[src/ticket_dispenser_motor_status_assert.svh]
// assertion macros shared by the ticket dispenser motor status design
`ifndef TICKET_DISPENSER_MOTOR_STATUS_ASSERT_SVH
`define TICKET_DISPENSER_MOTOR_STATUS_ASSERT_SVH

// same-cycle implication, disabled during reset
`define TDMS_ASSERT_IMPLY(name, ck, rn, ante, cons) \
    name: assert property (@(posedge ck) disable iff (!rn) (ante) |-> (cons)) \
        else $error("same-cycle check failed");

// next-cycle implication, disabled during reset
`define TDMS_ASSERT_NEXT(name, ck, rn, ante, cons) \
    name: assert property (@(posedge ck) disable iff (!rn) (ante) |=> (cons)) \
        else $error("next-cycle check failed");

`endif

[src/tdms_pkg.sv]
// types, constants and codes of the ticket dispenser motor status block
package tdms_pkg;

    localparam int unsigned KIND_W       = 2;
    localparam int unsigned UNIT_W       = 1;
    localparam int unsigned DATA_W       = 8;
    localparam int unsigned PERIOD_W     = 16;
    localparam int unsigned COUNT_W      = 32;
    localparam int unsigned NOW_W        = 2;
    localparam int unsigned CFG_ADDR_W   = 2;
    localparam int unsigned CFG_DATA_W   = 16;
    localparam int unsigned NUM_UNITS_DEF = 2;
    localparam int unsigned MOTOR_BIT    = 7;

    localparam logic [PERIOD_W-1:0] PERIOD_RST      = 16'd100;
    localparam logic                MOTOR_POL_RST   = 1'b1;
    localparam logic                STATUS_POL_RST  = 1'b1;
    localparam logic [DATA_W-1:0]   STATUS_SET_BYTE = 8'h80;

    typedef enum logic [KIND_W-1:0] {
        KIND_READ  = 2'd0,
        KIND_WRITE = 2'd1,
        KIND_TICK  = 2'd2
    } kind_t;

    typedef enum logic [CFG_ADDR_W-1:0] {
        CFG_PERIOD     = 2'd0,
        CFG_MOTOR_POL  = 2'd1,
        CFG_STATUS_POL = 2'd2
    } cfg_idx_t;

    typedef struct packed {
        logic [PERIOD_W-1:0] period_ms;
        logic                motor_on_high;
        logic                status_active_high;
    } cfg_t;

    typedef struct packed {
        logic tick;
        logic write_on;
        logic write_off;
    } unit_ctrl_t;

    typedef struct packed {
        logic phase;
        logic expire;
        logic phase_new;
        logic power_off;
    } unit_stat_t;

endpackage

[src/tdms_cfg.sv]
// configuration registers of the ticket dispenser motor status block
module tdms_cfg (
    input  logic                            clk,
    input  logic                            rst_n,
    input  logic                            cfg_we,
    input  logic [tdms_pkg::CFG_ADDR_W-1:0] cfg_addr,
    input  logic [tdms_pkg::CFG_DATA_W-1:0] cfg_wdata,
    output tdms_pkg::cfg_t                  cfg
);
    import tdms_pkg::*;

    cfg_t cfg_reg;
    cfg_t cfg_next;

    always_comb
    begin
        cfg_next = cfg_reg;
        if (cfg_we)
        begin
            unique case (cfg_addr)
                CFG_PERIOD:     cfg_next.period_ms          = cfg_wdata[PERIOD_W-1:0];
                CFG_MOTOR_POL:  cfg_next.motor_on_high      = cfg_wdata[0];
                CFG_STATUS_POL: cfg_next.status_active_high = cfg_wdata[0];
                default:        cfg_next = cfg_reg;
            endcase
        end
    end

    always_ff @(posedge clk or negedge rst_n)
    begin
        if (!rst_n)
        begin
            cfg_reg.period_ms          <= PERIOD_RST;
            cfg_reg.motor_on_high      <= MOTOR_POL_RST;
            cfg_reg.status_active_high <= STATUS_POL_RST;
        end
        else
        begin
            cfg_reg <= cfg_next;
        end
    end

    assign cfg = cfg_reg;

endmodule

[src/tdms_unit.sv]
// one dispenser: motor power, status phase and millisecond countdown
module tdms_unit (
    input  logic                          clk,
    input  logic                          rst_n,
    input  tdms_pkg::unit_ctrl_t          ctrl,
    input  logic [tdms_pkg::PERIOD_W-1:0] period_ms,
    output tdms_pkg::unit_stat_t          stat
);
    import tdms_pkg::*;

    logic                powered_reg;
    logic                powered_next;
    logic                phase_reg;
    logic                phase_next;
    logic [PERIOD_W-1:0] countdown_reg;
    logic [PERIOD_W-1:0] countdown_next;
    logic                turn_on;
    logic                turn_off;
    logic                expire;

    assign turn_on  = ctrl.write_on && !powered_reg;
    assign turn_off = ctrl.write_off && powered_reg;
    // countdown of zero or one runs out on this tick
    assign expire   = ctrl.tick && powered_reg && (countdown_reg <= PERIOD_W'(1));

    always_comb
    begin
        powered_next   = powered_reg;
        phase_next     = phase_reg;
        countdown_next = countdown_reg;
        if (turn_on)
        begin
            powered_next   = 1'b1;
            phase_next     = 1'b0;
            countdown_next = period_ms;
        end
        else if (turn_off)
        begin
            powered_next = 1'b0;
        end
        else if (ctrl.tick && powered_reg)
        begin
            if (expire)
            begin
                phase_next     = !phase_reg;
                countdown_next = period_ms;
            end
            else
            begin
                countdown_next = countdown_reg - PERIOD_W'(1);
            end
        end
    end

    always_ff @(posedge clk or negedge rst_n)
    begin
        if (!rst_n)
        begin
            powered_reg   <= 1'b0;
            phase_reg     <= 1'b0;
            countdown_reg <= '0;
        end
        else
        begin
            powered_reg   <= powered_next;
            phase_reg     <= phase_next;
            countdown_reg <= countdown_next;
        end
    end

    assign stat.phase     = phase_reg;
    assign stat.expire    = expire;
    assign stat.phase_new = phase_next;
    assign stat.power_off = turn_off;

endmodule

[src/ticket_dispenser_motor_status.sv]
// top level of the ticket dispenser motor status block
//
//  channel | handshake               | payload
//  --------+-------------------------+------------------------------------------------
//  in      | in_valid / in_stall     | kind, unit, write_data
//  out     | out_valid / out_stall   | read_data, ticket_led, ticket_count, tickets_now
//  cfg     | cfg_we                  | cfg_addr, cfg_wdata
//
// one transaction per cycle sustained while the output is not stalled; input register, then result register
// all unit and lamp state is updated together with the result register
// out_stall holds a full result register and, when the input register is full too, raises in_stall
// reset clears the valid flags and the unit, lamp and count state and loads period 100 with both polarities active high
`include "ticket_dispenser_motor_status_assert.svh"

module ticket_dispenser_motor_status #(
    parameter int unsigned NUM_UNITS = tdms_pkg::NUM_UNITS_DEF
) (
    input  logic                            clk,
    input  logic                            rst_n,
    input  logic                            cfg_we,
    input  logic [tdms_pkg::CFG_ADDR_W-1:0] cfg_addr,
    input  logic [tdms_pkg::CFG_DATA_W-1:0] cfg_wdata,
    input  logic                            in_valid,
    output logic                            in_stall,
    input  logic [tdms_pkg::KIND_W-1:0]     kind,
    input  logic [tdms_pkg::UNIT_W-1:0]     unit,
    input  logic [tdms_pkg::DATA_W-1:0]     write_data,
    output logic                            out_valid,
    input  logic                            out_stall,
    output logic [tdms_pkg::DATA_W-1:0]     read_data,
    output logic                            ticket_led,
    output logic [tdms_pkg::COUNT_W-1:0]    ticket_count,
    output logic [tdms_pkg::NOW_W-1:0]      tickets_now
);
    import tdms_pkg::*;

    localparam int unsigned CNT_W = $clog2(NUM_UNITS + 1);

    cfg_t                cfg;
    unit_ctrl_t          ctrl  [NUM_UNITS];
    unit_stat_t          stat  [NUM_UNITS];

    logic                s1_valid_reg;
    logic [KIND_W-1:0]   kind_reg;
    logic [UNIT_W-1:0]   unit_reg;
    logic [DATA_W-1:0]   wdata_reg;

    logic                out_valid_reg;
    logic [DATA_W-1:0]   read_data_reg;
    logic [DATA_W-1:0]   read_data_next;
    logic [NOW_W-1:0]    now_reg;
    logic                lamp_reg;
    logic                lamp_next;
    logic [COUNT_W-1:0]  total_reg;
    logic [COUNT_W-1:0]  total_next;
    logic [CNT_W-1:0]    tick_cnt;

    logic                advance;
    logic                fire;
    logic                is_read;
    logic                is_write;
    logic                is_tick;
    logic                motor_match;
    logic                read_hit;
    logic                read_phase;

    tdms_cfg u_cfg (
        .clk       (clk),
        .rst_n     (rst_n),
        .cfg_we    (cfg_we),
        .cfg_addr  (cfg_addr),
        .cfg_wdata (cfg_wdata),
        .cfg       (cfg)
    );

    assign advance  = !out_valid_reg || !out_stall;
    assign fire     = s1_valid_reg && advance;
    assign in_stall = s1_valid_reg && !advance;

    // input register
    always_ff @(posedge clk or negedge rst_n)
    begin
        if (!rst_n)
        begin
            s1_valid_reg <= 1'b0;
        end
        else if (!in_stall)
        begin
            s1_valid_reg <= in_valid;
        end
    end

    always_ff @(posedge clk)
    begin
        if (in_valid && !in_stall)
        begin
            kind_reg  <= kind;
            unit_reg  <= unit;
            wdata_reg <= write_data;
        end
    end

    assign is_read     = fire && (kind_reg == KIND_READ);
    assign is_write    = fire && (kind_reg == KIND_WRITE);
    assign is_tick     = fire && (kind_reg == KIND_TICK);
    assign motor_match = (wdata_reg[MOTOR_BIT] == cfg.motor_on_high);

    generate
        for (genvar g = 0; g < NUM_UNITS; g++)
        begin : g_unit
            logic hit;

            assign hit                = (int'(unit_reg) == g);
            assign ctrl[g].tick       = is_tick;
            assign ctrl[g].write_on   = is_write && hit && motor_match;
            assign ctrl[g].write_off  = is_write && hit && !motor_match;

            tdms_unit u_unit (
                .clk       (clk),
                .rst_n     (rst_n),
                .ctrl      (ctrl[g]),
                .period_ms (cfg.period_ms),
                .stat      (stat[g])
            );
        end
    endgenerate

    // status read, lamp and ticket count
    always_comb
    begin
        read_hit   = 1'b0;
        read_phase = 1'b0;
        lamp_next  = lamp_reg;
        tick_cnt   = '0;
        for (int u = 0; u < NUM_UNITS; u++)
        begin
            if (int'(unit_reg) == u)
            begin
                read_hit   = 1'b1;
                read_phase = stat[u].phase;
            end
            if (stat[u].power_off)
            begin
                lamp_next = 1'b0;
            end
            // highest expiring unit sets the lamp
            if (stat[u].expire)
            begin
                lamp_next = stat[u].phase_new;
                if (stat[u].phase_new)
                begin
                    tick_cnt = tick_cnt + CNT_W'(1);
                end
            end
        end
        total_next = total_reg + COUNT_W'(tick_cnt);
        if (is_read && read_hit && (read_phase ^ !cfg.status_active_high))
        begin
            read_data_next = STATUS_SET_BYTE;
        end
        else
        begin
            read_data_next = '0;
        end
    end

    always_ff @(posedge clk or negedge rst_n)
    begin
        if (!rst_n)
        begin
            lamp_reg  <= 1'b0;
            total_reg <= '0;
        end
        else if (fire)
        begin
            lamp_reg  <= lamp_next;
            total_reg <= total_next;
        end
    end

    // result register
    always_ff @(posedge clk or negedge rst_n)
    begin
        if (!rst_n)
        begin
            out_valid_reg <= 1'b0;
        end
        else if (advance)
        begin
            out_valid_reg <= s1_valid_reg;
        end
    end

    always_ff @(posedge clk)
    begin
        if (fire)
        begin
            read_data_reg <= read_data_next;
            now_reg       <= NOW_W'(tick_cnt);
        end
    end

    // lamp and count registers change only when a new result is loaded
    assign out_valid    = out_valid_reg;
    assign read_data    = read_data_reg;
    assign ticket_led   = lamp_reg;
    assign ticket_count = total_reg;
    assign tickets_now  = now_reg;

    `TDMS_ASSERT_IMPLY(a_stall_cause, clk, rst_n, in_stall, s1_valid_reg && out_valid_reg && out_stall)
    `TDMS_ASSERT_NEXT(a_result_loaded, clk, rst_n, fire, out_valid_reg)
    `TDMS_ASSERT_NEXT(a_total_step, clk, rst_n, fire, total_reg == $past(total_reg) + COUNT_W'($past(tick_cnt)))
    `TDMS_ASSERT_NEXT(a_read_only_data, clk, rst_n, fire && (kind_reg != KIND_READ), read_data_reg == '0)

endmodule

[config.mk]
export PLATFORM = sky130hd
export DESIGN_NAME = ticket_dispenser_motor_status
export DESIGN_NICKNAME = d
export VERILOG_FILES = /design/src/tdms_pkg.sv /design/src/tdms_cfg.sv /design/src/tdms_unit.sv /design/src/ticket_dispenser_motor_status.sv
export VERILOG_INCLUDE_DIRS = /design/src /design/src/src
export SDC_FILE = /design/constraint.sdc
export NUM_CORES = 1
export LEC_CHECK = 0
export ABC_CLOCK_PERIOD_IN_PS = 12800
export CORE_MARGIN = 5
export CORE_UTILIZATION = 65
export CTS_BUF_LIST = sky130_fd_sc_hd__clkbuf_8
export CTS_CLUSTER_SIZE = 14
export DETAILED_ROUTE_END_ITERATION = 6
export DONT_BUFFER_PORTS = 1
export PLACE_DENSITY = 0.81
export SLEW_MARGIN = 30
export SYNTH_ARGS = -nofsm -noshare
export SYNTH_HDL_FRONTEND = slang
export SYNTH_HIERARCHICAL = 1
export SYNTH_SLANG_ARGS = --single-unit
[constraint.sdc]
create_clock -name clk -period 12.8 [get_ports clk]
set_clock_uncertainty 0.05 [all_clocks]
set_input_delay 3.2 -clock clk [delete_from_list [all_inputs] [get_ports clk]]
set_output_delay 3.2 -clock clk [all_outputs]
set_load 0.02 [all_outputs]
Word level (Yosys, flattened, before mapping)
Cells that the tools add are included.
Operators by class
  $lt $le $gt $ge: 2
  reductions and logical operators: 45
  bitwise logic cells: 2
  equal/unequal tests: 7
  add/sub/neg operators: 4
  muxes and demuxes: 29
Operator list (number)
  $mux W16: 8
  $add A32 B2 Y32: 1
  $le A16 B1 Y1 const B: 2
  $sub A16 B1 Y16 const B: 2
  $logic_and A1 B1 Y1: 21
  $mux W1: 18
  $reduce_and A2 Y1: 6
  $logic_not A1 Y1: 10
  $mux W8: 1
  $reduce_bool A2 Y1: 4
  $eq A2 B1 Y1 const B: 2
  $eq A2 B2 Y1 const B: 2
  $logic_not A2 Y1: 2
  $mux W2: 2
  $ne A2 B1 Y1 const B: 2
  $reduce_bool A4 Y1: 1
  $add A2 B1 Y2 const B: 1
  $eq A1 B1 Y1: 1
  $logic_or A1 B1 Y1: 1
  $not A1 Y1: 1
  $xor A1 B1 Y1: 1
Storage, ports and cells
  output and inout port bits: 45
  bits of input ports: 34
  word-level logic and storage cells: 107
  register bits: 110

Logic depth before layout (Yosys ltp)
  depth in word-level cells: 16
  mapped depth: 20
  gate-level depth less buffers: 17

Modules after synthesis
The synthesis kept the hierarchy.
Modules (own cells, without submodules)
  tdms_unit: instances 2, seq. area each 450.4 µm², cells an instance 139, area each 1227.4 µm²
  ticket_dispenser_motor_status: instances 1, seq. area each 1086.0 µm², cells an instance 181, area each 2047.0 µm²
  tdms_cfg: instances 1, seq. area each 456.7 µm², cells an instance 40, area each 708.2 µm²

Least setup slack after synthesis
OpenSTA, ideal clock, no wires.
  path kind: in2reg
  start point: in out_stall
  end point: reg total_reg[18] (netlist: ticket_count[18])
  buffers on the path: 3
  cell stages on the path: 20
  setup slack: 5.511 ns
  library setup time: 0.080 ns
  required time: 12.670 ns
  arrival time: 7.159 ns
  cell sequence: a21bo_4 buf_2 nor3b_1 nand2_1 nor4_1 nand2_1 inv_1 a21oi_1 nor3_1 buf_4 nand2_1 xor2_1 ha_1 inv_1 fa_1 and4b_1 and4_1 buf_4 and4_1 xor2_1
RTL lines
  start, declared: RTL line ticket_dispenser_motor_status.sv:29  | input logic out_stall,
  end signal, assigned: RTL line ticket_dispenser_motor_status.sv:177  | total_reg <= total_next;
  end, declared: RTL line ticket_dispenser_motor_status.sv:54  | logic [COUNT_W-1:0] total_reg;

==> out/qor.yml <==
sta:
  setup_viol: 0
  tightest_slew_ns: 0.9171
  clock.fmax_mhz: 123.4
  slew_viol_final: 0
  finalCritPeriodShare_pct: 63.31
  timing.setup.tns_ns: 0
  rsz0062_at_grt: "no"
  relSlewSlack_pct: 38.30
  hold_viol: 0
  period_minus_slack_ns: 8.103
cts:
  cts_sinks: 96
  root_buffer: "clkbuf_8"
  htreeDepth: 3
  cts_tree: "yes"
  clk_latency_ns: 0.37
  cts.clk_slew.worst_paths_ns: 0.11
  cts_hold_buffers: 0
  ctsResizeCount: 0
  cts_setup_buffers: 0
  cts_buffers: 9
  max-clock-path-buffers: 2
global_routing:
  antenna_found_initial: 0
  track_usage_pct: 24.18
  grt_pass1_vias: 3709
  grt_overflow: 0
  grt_pass1_wl_um: 19230
  grt_max_degree: 90
worst_setup_path:
  worstPathRequired_ns: 13.05
  path_class: "in2reg"
  worst_setup_path_end_kind: "register"
  worstPathMaxFanout: 13
  start_kind: "primary input"
  reg2reg_from: "out_valid$_DFFE_PN0N_"
  critPathLaunch: "out_stall"
  crit_arrival_ns: 8.35
route:
  drt-pass1-iter-count: 5
  drc: 0
  routed_wl_um: 11810
  ant_nets: 0
  vias: 4007
  wl_per_cell_um: 19.98
  via_per_inst: 6.780
  drt-initial-drc-count: 354
synthesis:
  synthArstFlopShare_pct: 92.71
  synth_warnings: 6
  ys_seq_elements: 96
  synthTopCellsByArea: "dfrtp_1, xnor2_1, mux2_2"
  synth_area_mm2: 0.005210
  yosys.area.top_type_share_pct: 40.35
  yosysMostFrequentCell: "dfrtp_1"
  synth_enable_flop_cells: 7
  netlist_instances: 499
  synth_ff_type: "dfrtp_1"
  ys_types: 68
  synth_area_per_cell_um2: 10.44
  yosysTopAreaCell: "dfrtp_1"
  ys_seq_area_share_pct: 46.90
  synthTopCellsByCount: "dfrtp_1, nand2_1, xnor2_1"
cells_and_area:
  final_layout_size_suffix_gt1_share_pct: 13.70
  antennaDiodeCount: 0
  nets: 525
  finalNonFillerCells: 591
  fillCellCount: 572
  syn2layout_area_growth_pct: 3.266
die:
  ios: 79
  core_mm2: 0.007767
  core.rowCount: 32
  dieWidth_um: 99.53
  fp.dieArea_mm2: 0.009906
  die_y_um: 99.53
  start_util_pct: 67.07
pwr:
  peakVddDrop_mv: 0.09867
  leakage_nw: 2.138
  power_density_mw_per_mm2: 156.3
placed_design:
  placed_cells: 575
  finalWeightedCongestion: 0.9258
  port_buffers: 0
  dp_hpwl_um: 8365
status:
  status: "finished, final reports clean"
run:
  maxCapViolCount: 0
worst_hold_path:
  min_from: "s1_valid_reg$_DFFE_PN0N_"
  min_path_type: "reg2reg"
## worst paths after layout
| path | cells past startpoint | slack (ns) | endpoint |
|---|---|---|---|
| setup / recovery | 17 | 4.70 | ticket_count[18]$_DFFE_PN0P_ |
| min in group asynchronous | 0 | 2.46 | u_cfg/cfg[12]$_DFFE_PN0P_ |
| setup reg to reg | 17 | 6.95 | ticket_count[18]$_DFFE_PN0P_ |
| hold / removal | 1 | 0.45 | out_valid$_DFFE_PN0N_ |
| hold reg to reg | 1 | 0.45 | out_valid$_DFFE_PN0N_ |
| max in group asynchronous | 0 | 10.01 | u_cfg/cfg[7]$_DFFE_PN1P_ |
## critical path: stages
cell and delay, ns:
a21bo_4 0.25, nor3b_1 0.45, nand2_1 0.21, nor4_1 0.82, nand2_1 0.44, inv_1 0.30
a21oi_1 0.11, nor3_1 0.33, nand2_1 0.13, xor2_1 0.24, ha_1 0.22, inv_1 0.06
fa_1 0.42, and4b_1 0.32, and4_1 0.44, and4_1 0.26, xor2_1 0.14
## through the flow
| stage | hold slack, ns | setup WS, ns | util (%) | power (mW) | cell area, um2 |
|---|---|---|---|---|---|
| 2_1_floorplan | 0.4007 | 5.511 | - | 0.5786 | 5233 |
| 3_3_place_gp | 0.4120 | 4.712 | 66.38 | 0.6112 | 5156 |
| 3_5_place_dp | 0.4302 | 4.445 | 66.38 | 0.6204 | 5156 |
| 4_1_cts | 0.4508 | 4.785 | 69.27 | 0.8387 | 5380 |
| 5_1_grt | 0.4849 | 4.311 | 69.27 | 0.8848 | 5380 |
| 6_report | 0.4453 | 4.697 | 69.27 | 0.8409 | 5380 |
## placed cells by master, fill, tap and decap left out, types with 4 or more instances in the layout
cell type,count
xor2_1,8
nor2_1,26
a21oi_1,19
and2_1,7
conb_1,7
inv_1,15
nand2b_1,5
o211ai_1,4
nand2_1,33
nor4_1,17
ha_1,6
dfstp_2,5
a22oi_1,8
edfxtp_1,7
a211oi_1,8
dfrtp_1,84
mux2_2,20
o22a_1,4
nor3_1,23
o22ai_1,6
or4_1,6
nand4_1,21
o21ai_0,11
mux2i_1,5
nand3_1,20
xnor2_1,28
clkbuf_8,10
o2bb2ai_1,4
and4_1,4
o41ai_1,4
## cell families (layout without fill, tap and decap cells)
| family | Yosys count | after routing | share of synthesized area (%) |
|---|---|---|---|
| simple gates | 190 | 190 | 21.11 |
| compound gates | 96 | 96 | 13.69 |
| flops | 96 | 96 | 46.90 |
| buf+inv | 48 | 32 | 5.067 |
| xor+xnor | 36 | 36 | 6.052 |
| mux | 25 | 25 | 5.283 |
| fa+ha+maj | 7 | 7 | 1.825 |
| other cells | 1 | 7 | 0.07198 |
## per-layer routing
metal	routed length (um)	vias to the layer above	track usage, %	part of all wire, %
met5	0	-	0	0
met2	5728	185	38.48	49
met1	5051	1976	33.94	43
li1	-	1827	-	-
met4	185	0	6.723	1.6
met3	841	19	4.769	7.1
## area by class of cell
cell class                      count  area (um2)  area share, %
Multi-Input combinational cell    361        2525          46.93
Clock buffer                       10       137.6          2.558
Clock inverter                      6       86.33          1.605
Sequential cell                    96        2444          45.42
Tap cell                          102       127.6          2.372
Inverter                           16       60.06          1.116
## power breakdown
part / switching [mW] / internal (mW) / leakage [nW]
combinational: 0.106 / 0.0867 / 0.812
clock: 0.118 / 0.101 / 0.114
sequential: 0.0704 / 0.359 / 1.21
No activity file was read; power rests on OpenSTA's default activity.
